$ cat src/rtl/core/prdp_pkg.sv
// Package for the planar RLE/delta plane decoder: sizes, beat structs,
// sequencer states, register indexes and the raw-byte delta decode.
// No dependencies.
package prdp_pkg;

    localparam int MAX_WIDTH  = 4096;
    localparam int MAX_HEIGHT = 4096;

    localparam int COL_W  = $clog2(MAX_WIDTH + 1);
    localparam int ADDR_W = (MAX_WIDTH > 1) ? $clog2(MAX_WIDTH) : 1;
    localparam int ROW_W  = (MAX_HEIGHT > 1) ? $clog2(MAX_HEIGHT) : 1;
    localparam int CFG_W  = 13;
    localparam int CNT_W  = 24;
    localparam int NPIX_W = 6;
    localparam int CFG_IDX_W = 2;

    localparam logic [CFG_IDX_W-1:0] CFG_IDX_WIDTH  = 2'd0;
    localparam logic [CFG_IDX_W-1:0] CFG_IDX_HEIGHT = 2'd1;

    localparam logic [CFG_W-1:0] CFG_RST_WIDTH  = 13'd64;
    localparam logic [CFG_W-1:0] CFG_RST_HEIGHT = 13'd64;
    localparam logic [CFG_W-1:0] EFF_MAX_WIDTH  = CFG_W'(MAX_WIDTH);
    localparam logic [CFG_W-1:0] EFF_MAX_HEIGHT = CFG_W'(MAX_HEIGHT);

    // long-run form of a control byte: nibble-swapped value in this range
    localparam logic [7:0] LONG_RUN_MIN = 8'd16;
    localparam logic [7:0] LONG_RUN_MAX = 8'd47;

    localparam logic [CNT_W-1:0] CNT_SAT = {CNT_W{1'b1}};

    typedef struct packed {
        logic [7:0] code_byte;
        logic       start_plane;
    } t_in_beat;

    typedef struct packed {
        logic [7:0]  pixel_value;
        logic [11:0] pixel_column;
        logic [11:0] pixel_row;
        logic        last_of_run;
        logic        plane_done;
        logic        row_overrun;
        logic [23:0] bytes_consumed;
    } t_out_beat;

    typedef enum logic {
        ST_IDLE,
        ST_EMIT
    } t_state;

    // operands of the shared pixel unit
    typedef struct packed {
        logic [7:0] above;
        logic [7:0] colour;
        logic       first_row;
    } t_pix_req;

    // raw byte: literal on the first row, else LSB-sign delta
    // (even v: +v/2, odd v: -(v/2 + 1))
    function automatic logic [7:0] delta_decode(input logic [7:0] b,
                                                input logic       first_row);
        logic [7:0] res;
        if (first_row) begin
            res = b;
        end else if (b[0]) begin
            res = {1'b1, ~b[7:1]};
        end else begin
            res = {1'b0, b[7:1]};
        end
        return res;
    endfunction

endpackage

$ cat src/rtl/core/prdp_pix_unit.sv
// Shared pixel unit: first row passes the colour, later rows add the
// delta to the pixel above, modulo 256. Uses prdp_pkg.
module prdp_pix_unit
    import prdp_pkg::*;
(
    input  t_pix_req   i_req,
    output logic [7:0] o_value
);

    always_comb begin
        if (i_req.first_row) begin
            o_value = i_req.colour;
        end else begin
            o_value = i_req.above + i_req.colour;
        end
    end

endmodule

$ cat config.mk
export PLATFORM = sky130hd
export DESIGN_NAME = prdp_pix_unit
export DESIGN_NICKNAME = d
export VERILOG_FILES = /design/src/rtl/core/prdp_pkg.sv /design/src/rtl/core/prdp_pix_unit.sv
export SDC_FILE = /design/constraint.sdc
export NUM_CORES = 1
export LEC_CHECK = 0
export ABC_AREA = 1
export BUFFER_PORTS_ARGS = -buffer_cell sky130_fd_sc_hd__buf_2
export CORE_MARGIN = 3
export CORE_UTILIZATION = 30
export DETAILED_ROUTE_END_ITERATION = 10
export GPL_TIMING_DRIVEN = 0
export SLEW_MARGIN = 20
export SYNTH_ARGS = -nofsm -noshare
export SYNTH_HDL_FRONTEND = slang
export SYNTH_SLANG_ARGS = --single-unit
$ cat constraint.sdc
create_clock -name vclk -period 1.6
set_input_delay 0.24 -clock vclk [all_inputs]
set_output_delay 0.24 -clock vclk [all_outputs]
set_load 0.005 [all_outputs]
======== Yosys cells after proc, flatten, opt, wreduce, memory -nomap -nowiden ========
Cells that the tools add are included.
operators by class
  add/subtract/negate cells ............... 1
  multiply operators ...................... 0
  div/mod/pow operators ................... 0
  order comparisons ....................... 0
  equal/unequal tests ..................... 0
  shift-type cells ........................ 0
  mux-type cells .......................... 1
  bitwise gates (word level) .............. 0
  reductions and logical operators ........ 0
operators with widths
  cell               count
  adder 8 bit        1
  two-way mux 8 bit  1
word-level totals
  bits in registers ....................... 0
  latch bits .............................. 0
  memory bits (writable) .................. 0
  ROM bits ................................ 0
  input bits .............................. 17
  output and inout bits ................... 8
  logic and storage cells ................. 2
  memories kept ........................... 0

======== Depth between registers and ports, before layout ========
Gate-level depths: netlist of run 1.
  depth after elaboration ................. 2
  depth in mapped cells ................... 11
  depth with buffers taken out ............ 11

======== Worst setup path after synthesis of run 1 ========
Ideal clock, no wire load.
  kind .................................... input to output
  start point ............................. input i_req[1] (netlist bit)
  end point ............................... output o_value[4]
  arrival ................................. 1276 ps
  data required time ...................... 1360 ps
  slack ................................... 84 ps
  stages .................................. 9
  path buffers ............................ 0
  cell sequence ........................... ha_1 inv_1 fa_1 inv_1 nand2_1 nand2_2 and2_4 nor2_1 o21ai_1
on the way
  word-level cells in the longest chain between the ends .. 2
ends and longest elaborated chain
  item                line                 source
  start: declaration  prdp_pix_unit.sv:6   input t_pix_req i_req,
  adder 8 bit         prdp_pix_unit.sv:14  o_value = i_req.above + i_req.colour;
  two-way mux 8 bit   prdp_pix_unit.sv:11  if (i_req.first_row) begin
  end: declaration    prdp_pix_unit.sv:7   output logic [7:0] o_value
No other way between the ends.

======== Worst setup path after layout of run 1 ========
  start point ............................. input i_req[1] (netlist bit)
  end point ............................... output o_value[2]
The elaborated chain is that of the path after synthesis.

==> flow_summary.yaml, run 1 <==
status:
  outcome: "complete, but fails checks"
  violations: "setup timing"
finish:
  numSequentialCells: 0
  final_common_cell: "nand2_1"
  fill_cells: 159
  nNetsFinal: 135
  syn_to_final_growth_pct: 58.5
  utilization: 0.516
  num_antenna_cells: 0
  fin_cells: 123
  regArea_um2: 0
  final_cell_mix: "nand2_1 (31), buf_2 (23), inv_1 (9)"
  fin_area_um2: 688
  nClkBuffers: 0
  drive_gt1_frac: 0.407
detailed_routing:
  dr.max_layer_used: "met3"
  avgRoutedWirePerCell_um: 8.82
  drc_errors: 0
  route.met3.wl_um: 51
  firstDrtPassIters: 2
  drt-vias-per-instance: 4.42
  wl_mm: 1.09
  drtIter0Drc: 1
  ant_nets: 0
  dr_total_vias: 544
  drt-met1-wl_um: 505
  dr_wl_met2_um: 527
floorplanning:
  initial_utilization: 0.326
  die_h_um: 44.0
  rows: 13
  pin_count: 25
  core_um2: 1330
  die_w_um: 44.0
  die-area_um2: 1940
setup_path:
  crit_arrival_ns: 1.39
  startpoint: "i_req[1]"
  start_kind: "input pin"
  cp-end-kind: "primary output"
  critPathMaxFanout: 2
  crit_type: "in -> out"
  crit_required_ns: 1.36
synth:
  synth_cells: 81
  avgSynthCellArea_um2: 5.36
  syn-cell-area_um2: 434
  yosysWarnings: 0
  ys_types: 15
  synthesis.nets: 106
  yosysSeqAreaShare: 0
sta:
  period_share: 1.02
  slew_violations: 0
  relSlewSlack: 0.839
  clock.fmax_mhz: 612
  fin_ws_ns: -0.0333
  setup_viol: 3
  hold_viol: 0
  hold_ws_ns: 0.747
  rsz0062_at_grt: "true"
  fin_crit_ns: 1.63
  worst_pin_slew_ns: 0.242
global_routing:
  grt_pass1_wl_mm: 1.84
  grt-ovfl-total: 0
  grt.total_usage: 0.116
  grt_max_degree: 11
  antenna_found_initial: 0
  grt_pass1_vias: 504
placed_design:
  io_buffers: 24
  routabilityCongestion: 0.705
  hpwl_um: 868
  dpl.cell_count: 120
  dpl_worst_slack_ns: -0.195
  placed_cell_area_um2: 573
worst_hold_path:
  hp-class: "in -> out"
  hold_path.startpoint: "i_req[1]"
  min_to: "o_value[0]"
  min_path_cells: 4
clock_network:
  cts-hold-fix-buffers: 0
power_and_ir_drop:
  vdd_drop_max_mv: 0.119
  leakage_nw: 0.384
  cellPowerDensity_nw_per_um2: 329
job:
  maxCapViolCount: 0
repair_timing:
| item | in CTS | in global routing |
|---|---|---|
| setup buffers | 3 | 0 |
| pin swaps | 5 | 3 |
| gates resized for setup | 13 | 4 |
| setup endpoints to repair | 4 | 5 |
stage by stage:
step	total power (W)	setup TNS, ns
2_1_floorplan	0.000123	0
3_3_place_gp	0.000183	-0.357
3_5_place_dp	0.000187	-0.392
4_1_cts	0.000217	-0.145
5_1_grt	0.000261	-0.419
6_report	0.000226	-0.0832
cell usage after synthesis:
master    instances  area (µm²)
fa_1              1        20.0
nand3_1           8        40.0
buf_2             1        5.00
a21oi_1           3        15.0
inv_6             1        8.76
and2_4            1        8.76
nand3b_1          2        15.0
nand2_2           2        12.5
xnor2_1           1        8.76
or2_1             2        12.5
nor2_1            5        18.8
nand2_1          32         120
ha_1              7        87.6
inv_1            11        41.3
o21ai_1           4        20.0
routing by layer:
| metal | vias to the layer above | global-route usage |
|---|---|---|
| li1 | 313 | - |
| met1 | 219 | 0.154 |
| met2 | 12 | 0.221 |
| met3 | 0 | 0 |
| met4 | 0 | 0 |
| met5 | - | 0 |
area by class of cell:
class	count	area, µm²	area share
buffer	1	5.00	0.00727
tap	15	18.8	0.0273
multi-input combinational	68	455	0.662
timing repair buffer	27	159	0.231
inverter	12	50.0	0.0727
how the worst max path moves through the flow:
stage,slack (ns),endpoint,cells after the start
finish,-0.03,o_value[2],11
global route,-0.16,o_value[6],13
CTS,-0.07,o_value[6],13
detailed placement,-0.19,o_value[6],13
global placement,-0.19,o_value[6],13
floorplan,0.08,o_value[4],9
where the power goes:
group,switching (W),total [W],internal (W)
Combinational,0.000110,0.000226,0.000116
Sequential,0,0,0
Clock,0,0,0
Total,0.000110,0.000226,0.000116
logic make-up after synthesis:
| family | Yosys count | synth area share |
|---|---|---|
| adder cells (fa/ha/maj) | 8 | 0.248 |
| XOR/XNOR | 1 | 0.0202 |
| AO/OA/AOI/OAI | 7 | 0.0807 |
| AND/OR/NAND/NOR | 52 | 0.524 |
| buffers and inverters | 13 | 0.127 |
worst max-delay path, cell delays in order:
cell	delay, ns
buf_8	0.08
ha_4	0.13
inv_2	0.04
fa_2	0.32
inv_2	0.07
buf_4	0.10
buf_4	0.09
buf_4	0.09
nor2_1	0.03
o21ai_1	0.10
buf_2	0.12
(Power assumes the default switching activity.)
==> run 2, diff against run 1 <==
--- a/config.mk
+++ b/config.mk
@@ -11,6 +11,7 @@
 export CORE_UTILIZATION = 30
 export DETAILED_ROUTE_END_ITERATION = 10
 export GPL_TIMING_DRIVEN = 0
+export SETUP_SLACK_MARGIN = 0.5
 export SLEW_MARGIN = 20
 export SYNTH_ARGS = -nofsm -noshare
 export SYNTH_HDL_FRONTEND = slang
==> run 2 against run 1 <==
The flow still finishes with violations (setup timing). Highest routed layer unchanged. Utilization grew 4.0 points. Clock-buffer cell count is the same. Global-route usage decreased by 0.49 points. Hold slack worse by 0.0030 ns. Fmax down 0.55%. Cell count unchanged. Combinational power is 12% higher. Wire length increased by 11%. Via count increased by 5.0%.
==> flow_summary.yaml, run 2 (same netlist as run 1, synthesis figures left out) <==
detailed_routing:
  dr_total_vias: 571
  firstDrtPassIters: 4
  wl_mm: 1.21
  ant_nets: 0
  dr_wl_met2_um: 603
  drtIter0Drc: 6
  drt-met1-wl_um: 543
  drc_errors: 0
  avgRoutedWirePerCell_um: 9.80
  route.met3.wl_um: 58
  drt-vias-per-instance: 4.64
  dr.max_layer_used: "met3"
placed_design:
  hpwl_um: 954
  io_buffers: 24
  routabilityCongestion: 0.705
  dpl.cell_count: 120
  placed_cell_area_um2: 656
floorplanning:
  die-area_um2: 1940
  pin_count: 25
  die_w_um: 44.0
  rows: 13
  die_h_um: 44.0
  initial_utilization: 0.326
  core_um2: 1330
status:
  violations: "setup timing"
  outcome: "complete, but fails checks"
finish:
  drive_gt1_frac: 0.481
  final_common_cell: "nand2_1"
  syn_to_final_growth_pct: 70.9
  num_antenna_cells: 0
  regArea_um2: 0
  nClkBuffers: 0
  fill_cells: 146
  fin_area_um2: 742
  final_cell_mix: "nand2_1 (28), buf_2 (21), inv_1 (9)"
  numSequentialCells: 0
  fin_cells: 123
  nNetsFinal: 135
setup_path:
  start_kind: "input pin"
  critPathTopFamily: "adder cells"
  critPathBufInv: 4
  cp_cell_sequence: "buf_6, ha_4, inv_2, fa_2, inv_2, nand2_2, nand2_2, nand3b_1, nand2_1, nand2_1, nand3_1, nand2_1, buf_2"
  crit_required_ns: 1.36
  path_common_cell: "nand2_1"
  critPathMaxFanout: 2
  crit_type: "in -> out"
  crit_arrival_ns: 1.40
  max_stage_delay_ns: 0.33
  cp-end-kind: "primary output"
  cp_slowest_cell: "fa_2"
worst_hold_path:
  hold_path.startpoint: "i_req[1]"
  min_to: "o_value[0]"
  min_path_cells: 4
  hp-class: "in -> out"
global_routing:
  grt_pass1_vias: 437
  antenna_found_initial: 0
  grt_max_degree: 11
  grt-ovfl-total: 0
  grt_pass1_wl_mm: 1.74
  grt.total_usage: 0.111
power_and_ir_drop:
  cellPowerDensity_nw_per_um2: 339
  leakage_nw: 0.393
  vdd_drop_max_mv: 0.173
sta:
  fin_ws_ns: -0.0423
  hold_viol: 0
  period_share: 1.03
  slew_violations: 0
  clock.fmax_mhz: 609
  rsz0062_at_grt: "true"
  relSlewSlack: 0.834
  worst_pin_slew_ns: 0.249
  fin_crit_ns: 1.64
  setup_viol: 3
job:
  maxCapViolCount: 0
[run 2: cell counts in the layout (fill, tap and decap cells not counted)]
No cell type changed its count.
[run 2: tightest hold or removal path: stages]
cell and delay, ns:
buf_8 0.07, nand2_1 0.04, nand2_1 0.05, buf_2 0.10
[run 2: layer usage]
metal / vias up / global-route usage
met4: 0 / 0
met5: - / 0
met1: 246 / 0.140
met3: 0 / 0
li1: 311 / -
met2: 14 / 0.221
[run 2: timing repair]
action                     in CTS  in global routing
buffers inserted                2                  1
hold buffers                    0                  0
setup endpoints to repair       7                  7
resized for setup               7                  7
pin swaps                      11                  4
[run 2: worst max path at each step]
stage	start	end	slack (ns)	cells past startpoint
finish	i_req[9]	o_value[6]	-0.04	13
floorplan	i_req[1]	o_value[4]	0.18	9
detailed placement	i_req[1]	o_value[6]	-0.12	13
global placement	i_req[1]	o_value[6]	-0.10	13
global route	i_req[9]	o_value[6]	-0.15	13
CTS	i_req[9]	o_value[6]	-0.06	13
[run 2: metrics by stage]
stage	utilization	setup WS, ns	hold WS, ns	power (W)	TNS, ns
final	0.556	-0.0423	0.744	0.000252	-0.0789
after global routing	0.556	-0.153	0.773	0.000281	-0.326
after CTS	0.525	-0.0587	0.752	0.000235	-0.115
after detailed placement	0.492	-0.122	0.771	0.000220	-0.214
after global placement	0.492	-0.104	0.767	0.000216	-0.190
after floorplan	-	0.177	0.569	0.000146	0
[run 2: area by class of cell]
class                      count  area, µm²  share of cell area
buffer                         1       5.00             0.00675
inverter                      12       50.0              0.0675
multi-input combinational     68        493               0.664
tap                           15       18.8              0.0253
timing repair buffer          27        175               0.236
[run 2: where the power goes]
group	internal, W	switching, W	leakage [nW]
Clock	0	0	0
Sequential	0	0	0
Combinational	0.000130	0.000122	0.393
Total	0.000130	0.000122	0.393
